File: src/rtl/ipv4dt_pkg.sv
`timescale 1ns / 1ps
// ----------------------------------------------------------------------------
// IPv4 dotted text parser package
// Character codes, parse phases, error codes and small helper functions.
// ----------------------------------------------------------------------------
package ipv4dt_pkg;

   localparam logic [7:0] CHAR_NEWLINE = 8'h0a;
   localparam logic [7:0] CHAR_DOT     = 8'h2e;
   localparam logic [7:0] CHAR_ZERO    = 8'h30;
   localparam logic [7:0] CHAR_NINE    = 8'h39;
   localparam logic [7:0] CHAR_SPACE   = 8'h20;
   localparam logic [7:0] CHAR_TAB     = 8'h09;
   localparam logic [7:0] CHAR_VTAB    = 8'h0b;
   localparam logic [7:0] CHAR_FFEED   = 8'h0c;
   localparam logic [7:0] CHAR_CRET    = 8'h0d;

   localparam logic [2:0] OCTETS_PER_ADDR = 3'd4;
   localparam logic [2:0] LAST_OCTET_IDX  = 3'd3;

   typedef enum logic [3:0] {
      PH_NUM_EXPECTED = 4'b0001,
      PH_IN_NUMBER    = 4'b0010,
      PH_DOT_EXPECTED = 4'b0100,
      PH_COMPLETE     = 4'b1000
   } phase_type;

   typedef enum logic [2:0] {
      ERR_NONE     = 3'd0,
      ERR_BAD_CHAR = 3'd1,
      ERR_NUM_EXP  = 3'd2,
      ERR_DOT_EXP  = 3'd3,
      ERR_SHORT    = 3'd4
   } error_type;

   function automatic logic is_blank(input logic [7:0] c);
      return (c == CHAR_SPACE) || (c == CHAR_TAB) || (c == CHAR_VTAB) ||
             (c == CHAR_FFEED) || (c == CHAR_CRET);
   endfunction

   function automatic logic is_digit(input logic [7:0] c);
      return (c >= CHAR_ZERO) && (c <= CHAR_NINE);
   endfunction

   // value * 10 + digit, modulo 256
   function automatic logic [7:0] acc_digit(input logic [7:0] value,
                                            input logic [7:0] c);
      logic [7:0] digit;
      digit = c - CHAR_ZERO;
      return {value[4:0], 3'b000} + {value[6:0], 1'b0} + digit;
   endfunction

   // place an octet into its slot, first octet in the top byte
   function automatic logic [31:0] put_octet(input logic [31:0] addr,
                                             input logic [1:0]  slot,
                                             input logic [7:0]  octet);
      logic [31:0] res;
      res = addr;
      case (slot)
         2'd0:    res[31:24] = octet;
         2'd1:    res[23:16] = octet;
         2'd2:    res[15:8]  = octet;
         default: res[7:0]   = octet;
      endcase
      return res;
   endfunction

endpackage

File: src/rtl/ipv4_dotted_text_parser_top.sv
`timescale 1ns / 1ps
// ----------------------------------------------------------------------------
// IPv4 dotted text parser
// Parses lines of dotted-decimal IPv4 text, one character word at a time.
// ----------------------------------------------------------------------------
// One character word enters per cycle. Each word is held in an input
// register, then a single step of parse logic updates the line state;
// a newline loads the result register with the address and error code and
// clears the line state. Throughput is one word per cycle; a newline reaches
// rsp_valid via the input and result registers, other words produce no result.
// Blanks (space, tab, vertical tab, form feed, carriage return) may stand
// around dots but not inside a number. Octets wrap modulo 256. After the first
// error, or once four octets are complete, words are dropped until the
// newline. Error codes: 0 ok, 1 bad character, 2 number expected, 3 dot
// expected, 4 line ended early; the address is zero whenever the code is not
// zero. The input stalls only when a newline waits on a stalled result.
module ipv4_dotted_text_parser_top
   import ipv4dt_pkg::*;
(
   input  logic        clock,
   input  logic        reset,
   input  logic        req_valid,
   output logic        req_stall,
   input  logic [7:0]  req_text_byte,
   output logic        rsp_valid,
   input  logic        rsp_stall,
   output logic [31:0] rsp_address,
   output logic [2:0]  rsp_error_code
);

   // input register
   logic       in_valid_ff;
   logic [7:0] in_byte_ff;

   // line state
   phase_type   phase_ff,   phase_in;
   logic [2:0]  octets_ff,  octets_in;
   logic [7:0]  octet_ff,   octet_in;
   logic [31:0] addr_ff,    addr_in;
   error_type   err_ff,     err_in;

   // result register
   logic        rsp_valid_ff;
   logic [31:0] rsp_addr_ff, rsp_addr_in;
   error_type   rsp_err_ff,  rsp_err_in;

   logic out_free;
   logic is_nl;
   logic proceed;
   logic take_req;

   // a held newline needs room in the result register; others always advance
   assign out_free = !rsp_valid_ff || !rsp_stall;
   assign is_nl    = (in_byte_ff == CHAR_NEWLINE);
   assign proceed  = in_valid_ff && (!is_nl || out_free);
   assign req_stall = in_valid_ff && !proceed;
   assign take_req  = req_valid && !req_stall;

   always_ff @(posedge clock) begin
      if (reset) begin
         in_valid_ff <= 1'b0;
      end else if (take_req) begin
         in_valid_ff <= 1'b1;
      end else if (proceed) begin
         in_valid_ff <= 1'b0;
      end
   end

   always_ff @(posedge clock) begin
      if (take_req) begin
         in_byte_ff <= req_text_byte;
      end
   end

   // parse step
   always_comb begin
      phase_in    = phase_ff;
      octets_in   = octets_ff;
      octet_in    = octet_ff;
      addr_in     = addr_ff;
      err_in      = err_ff;
      rsp_addr_in = '0;
      rsp_err_in  = err_ff;
      if (is_nl) begin
         // close the line: a last octet still open completes the address
         if (err_ff == ERR_NONE) begin
            if ((phase_ff == PH_IN_NUMBER || phase_ff == PH_DOT_EXPECTED) &&
                octets_ff == LAST_OCTET_IDX) begin
               rsp_addr_in = put_octet(addr_ff, octets_ff[1:0], octet_ff);
            end else if (phase_ff == PH_COMPLETE) begin
               rsp_addr_in = addr_ff;
            end else begin
               rsp_err_in = ERR_SHORT;
            end
         end
         phase_in  = PH_NUM_EXPECTED;
         octets_in = '0;
         octet_in  = '0;
         addr_in   = '0;
         err_in    = ERR_NONE;
      end else if (err_ff == ERR_NONE && phase_ff != PH_COMPLETE) begin
         if (is_blank(in_byte_ff)) begin
            if (phase_ff == PH_IN_NUMBER) begin
               phase_in = PH_DOT_EXPECTED;
            end
         end else if (is_digit(in_byte_ff)) begin
            if (phase_ff == PH_NUM_EXPECTED) begin
               octet_in = in_byte_ff - CHAR_ZERO;
               phase_in = PH_IN_NUMBER;
            end else if (phase_ff == PH_IN_NUMBER) begin
               octet_in = acc_digit(octet_ff, in_byte_ff);
            end else begin
               err_in = ERR_DOT_EXP;
            end
         end else if (in_byte_ff == CHAR_DOT) begin
            if (phase_ff == PH_NUM_EXPECTED) begin
               err_in = ERR_NUM_EXP;
            end else begin
               addr_in   = put_octet(addr_ff, octets_ff[1:0], octet_ff);
               octets_in = octets_ff + 3'd1;
               octet_in  = '0;
               phase_in  = (octets_ff == LAST_OCTET_IDX) ? PH_COMPLETE
                                                          : PH_NUM_EXPECTED;
            end
         end else begin
            err_in = ERR_BAD_CHAR;
         end
      end
   end

   // advance line state
   always_ff @(posedge clock) begin
      if (reset) begin
         phase_ff  <= PH_NUM_EXPECTED;
         octets_ff <= '0;
         octet_ff  <= '0;
         addr_ff   <= '0;
         err_ff    <= ERR_NONE;
      end else if (proceed) begin
         phase_ff  <= phase_in;
         octets_ff <= octets_in;
         octet_ff  <= octet_in;
         addr_ff   <= addr_in;
         err_ff    <= err_in;
      end
   end

   // result register: load on newline, drop once taken
   always_ff @(posedge clock) begin
      if (reset) begin
         rsp_valid_ff <= 1'b0;
      end else if (proceed && is_nl) begin
         rsp_valid_ff <= 1'b1;
      end else if (!rsp_stall) begin
         rsp_valid_ff <= 1'b0;
      end
   end

   always_ff @(posedge clock) begin
      if (proceed && is_nl) begin
         rsp_addr_ff <= rsp_addr_in;
         rsp_err_ff  <= rsp_err_in;
      end
   end

   assign rsp_valid      = rsp_valid_ff;
   assign rsp_address    = rsp_addr_ff;
   assign rsp_error_code = rsp_err_ff;

`ifndef SYNTH
   // a failed line never carries an address
   a_err_zero_addr: assert property (@(posedge clock) disable iff (reset)
      (rsp_valid_ff && rsp_err_ff != ERR_NONE) |-> (rsp_addr_ff == '0))
      else $error("error result carries a nonzero address");

   // a newline leaves the line state cleared
   a_nl_clears: assert property (@(posedge clock) disable iff (reset)
      (proceed && is_nl) |=> (phase_ff == PH_NUM_EXPECTED && octets_ff == '0 &&
                              err_ff == ERR_NONE))
      else $error("line state not cleared after newline");

   // never more than four octets stored
   a_octet_count: assert property (@(posedge clock) disable iff (reset)
      octets_ff[2] |-> (octets_ff[1:0] == 2'd0 && phase_ff == PH_COMPLETE))
      else $error("octet count out of range");

   // a result waiting on a stall is not overwritten
   a_rsp_hold: assert property (@(posedge clock) disable iff (reset)
      (rsp_valid_ff && rsp_stall) |=> (rsp_valid_ff && $stable(rsp_addr_ff) &&
                                       $stable(rsp_err_ff)))
      else $error("stalled result changed");
`endif

endmodule

File: config.mk
export PLATFORM = sky130hd
export DESIGN_NAME = ipv4_dotted_text_parser_top
export DESIGN_NICKNAME = d
export VERILOG_FILES = /design/src/rtl/ipv4dt_pkg.sv /design/src/rtl/ipv4_dotted_text_parser_top.sv
export SDC_FILE = /design/constraint.sdc
export NUM_CORES = 1
export LEC_CHECK = 0
export ABC_AREA = 1
export BUFFER_PORTS_ARGS = -buffer_cell sky130_fd_sc_hd__buf_2
export CORE_MARGIN = 2
export CORE_UTILIZATION = 40
export CTS_BUF_LIST = sky130_fd_sc_hd__clkbuf_8
export DETAILED_ROUTE_END_ITERATION = 8
export GPL_ROUTABILITY_DRIVEN = 0
export REMOVE_ABC_BUFFERS = 1
export SYNTH_ARGS = -nofsm -noshare
export SYNTH_HDL_FRONTEND = slang
export SYNTH_SLANG_ARGS = --single-unit
export TNS_END_PERCENT = 10
File: constraint.sdc
create_clock -name clock -period 4.95 [get_ports clock]
set_input_delay 0.495 -clock clock [delete_from_list [all_inputs] [get_ports clock]]
set_output_delay 0.495 -clock clock [all_outputs]
set_load 0.005 [all_outputs]
==> out/metrics.yaml <==
cts_hold_buf: 0
crit_type: "register to register"
final_cells: 766
cts_resized: 0
clk_pin_slew_worst_paths_ns: 0.09
rsz0062_at_grt: "no"
synthFlopType: "dfxtp_1"
top_usage_layer: "met2"
period_needed_ns: 2.792
grt_overflow: 0
crit_path_max_incr_delay_ns: 0.73
power_density_nw_per_um2: 271.6
syn_avg_cell_area_um2: 8.298
placed_cells: 750
power_leakage_nw: 2.146
synth_cells: 581
path_depth: 12
port_buffers: 48
outcome: "finished, final reports clean"
fillers: 1188
cts_buffer_depth: 2
clockRootBuffer: "clkbuf_8"
drcViolationCount: 0
synth_top_area_frac: 0.2678
async_reset_ff_frac: 0
worstReg2RegStart: "in_byte_ff[4]"
area_delta_synth_final_pct: 10.62
core_um2: 11910
crit_start: "in_byte_ff[4]"
start_kind: "register"
stdcell_area_um2: 5333
setup_tns_ns: 0
clk_latency_ns: 0.38
drive_gt1_frac: 0.1438
cts_buffers: 9
finClkSkew_ns: 0.006567
worstMarginPinSlew_ns: 1.216
finalPower_w: 0.001449
ir_worst_vdd_v: 0.0001059
grt_pass1_vias: 3663
reg2reg_depth: 12
grt_max_degree: 45
synth_edf_count: 43
final-hold-violation-count: 0
post_cts_buffers: 0
worstSetupEndpoint: "addr_ff[23]"
crit_family: "simple AND/OR/NAND/NOR gates"
ys_seq_area_frac: 0.4796
worstPathMaxFanout: 34
drtIter0Drc: 266
use_met3: 0.03560
yosysWarnings: 0
hold_class: "input pin to register"
diodes: 0
postLayoutCoreUtil: 0.4477
regToRegEndpoint: "addr_ff[23]"
die_area_um2: 12950
netlist_top_cells_count: "nand2_1 (139), nor2_1 (84), a21oi_1 (62)"
synth_area_leaders: "edfxtp_1 (27%), dfxtp_1 (21%), nand2_1 (11%)"
worst-path-buf-inv: 3
die_h_um: 113.8
io_pins: 49
h-tree-depth: 3
required_ns: 5.26
cp_slowest_cell: "nor2_4"
setup_violations: 0
gr-usage-met1: 0.2144
wl_um: 10610
fin_crit_sh: 0.5641
met2_usage: 0.2898
arrival_ns: 3.10
grt_pass1_wl_um: 17540
synth.largest_area_cell: "edfxtp_1"
start_util: 0.4047
synth_area_um2: 4821
regArea_um2: 2312
gr-usage-all-layers: 0.1721
synth.distinct_cells: 29
synth_most_common_cell: "nand2_1"
slew_headroom: 0.1875
dpl_cell_area_um2: 5125
multi_input_area_um2: 2193
wire_per_inst_um: 13.84
max_freq_ghz: 0.3582
antenna_found_initial: 0
worstSetupEndpointType: "register"
postRouteAntennaNets: 0
num_rows: 40
path_cells: "inv_1 > ha_1 > inv_1 > nor2_4 > nand2_4 > nand2_2 > inv_2 > nor2_4 > nand2_4 > nor2_4 > a22oi_1 > nor2_1"
fin_nets: 646
vias: 3940
vias_per_cell: 5.144
ys_ff_latch: 94
cap_viol_max_count: 0
tritoncts: "yes"
firstDrtPassIters: 4
hpwlAfterDp_um: 6914
rrSetupSlack_ns: 2.16
die_x_um: 113.8
cpMostUsedCell: "nor2_4"
slew_viol_final: 0
cts_num_sinks: 94
[final cells by class]
cell class,instances,share of cell area
Sequential cell,94,0.4336
Inverter,50,0.03519
Clock buffer,9,0.02323
Tap cell,147,0.03449
Multi-Input combinational cell,410,0.4113
Timing Repair Buffer,49,0.04646
Clock inverter,7,0.01572
[layout by cell type, fill, tap and decap left out, types with 2 or more instances in the layout]
| cell type | n |
|---|---|
| nand3_1 | 18 |
| a22oi_1 | 31 |
| nand2_1 | 139 |
| xor2_1 | 2 |
| nand4_1 | 3 |
| bufinv_16 | 2 |
| clkbuf_8 | 9 |
| a21oi_1 | 62 |
| o21ai_0 | 21 |
| nand2_4 | 2 |
| nor3_1 | 2 |
| a211oi_1 | 2 |
| edfxtp_1 | 43 |
| mux2_2 | 12 |
| nor2_1 | 84 |
| inv_2 | 4 |
| dfxtp_1 | 51 |
| buf_2 | 48 |
| fa_1 | 5 |
| inv_1 | 48 |
| ha_1 | 15 |
| nor2_4 | 6 |
| nand2_2 | 2 |
[registers in the layout (all words and copies together) (netlist names)]
signal and cells:
addr_ff 32, rsp_address 32, in_byte_ff 8, octet_ff 8
phase_ff 4, octets_ff 3, rsp_error_code 3, err_ff 2
in_valid_ff 1, rsp_valid 1
[power breakdown]
part / switching (W) / total [W] / internal (W)
clock: 0.000269 / 0.000547 / 0.000278
sequential: 0.00000723 / 0.000822 / 0.000814
combinational: 0.0000534 / 0.0000794 / 0.0000261
total: 0.000330 / 0.00145 / 0.00112
[metal layers]
layer / wire [um] / vias up
met5: 0 / -
met4: 207 / 0
met3: 508 / 14
met2: 5030 / 98
met1: 4858 / 1843
li1: - / 1985
[kinds of logic after synthesis]
logic type	share of synthesized area
fa+ha+maj	0.05969
simple gates	0.2216
compound gates	0.1401
buf+inv	0.06540
flops	0.4796
mux	0.02803
xor+xnor	0.005451
[how the worst min path moves through the flow]
| stage | startpoint | to | slack (ns) | cells after the start |
|---|---|---|---|---|
| global placement | err_ff[0] | rsp_error_code[0] | 0.45 | 0 |
| finish | req_text_byte[7] | in_byte_ff[7] | 0.29 | 1 |
| CTS | req_text_byte[7] | in_byte_ff[7] | 0.26 | 1 |
| floorplan | err_ff[1] | rsp_error_code[1] | 0.43 | 0 |
| global route | req_text_byte[5] | in_byte_ff[5] | 0.27 | 1 |
| detailed placement | err_ff[0] | rsp_error_code[0] | 0.47 | 0 |
[metrics by stage]
stage / worst slack, ns / hold slack, ns
6_report: 2.158 / 0.2854
4_1_cts: 2.172 / 0.2639
2_1_floorplan: 2.637 / 0.4308
3_3_place_gp: 2.231 / 0.4529
5_1_grt: 1.911 / 0.2682
3_5_place_dp: 2.212 / 0.4679
No activity file was read; power rests on OpenSTA's default activity.
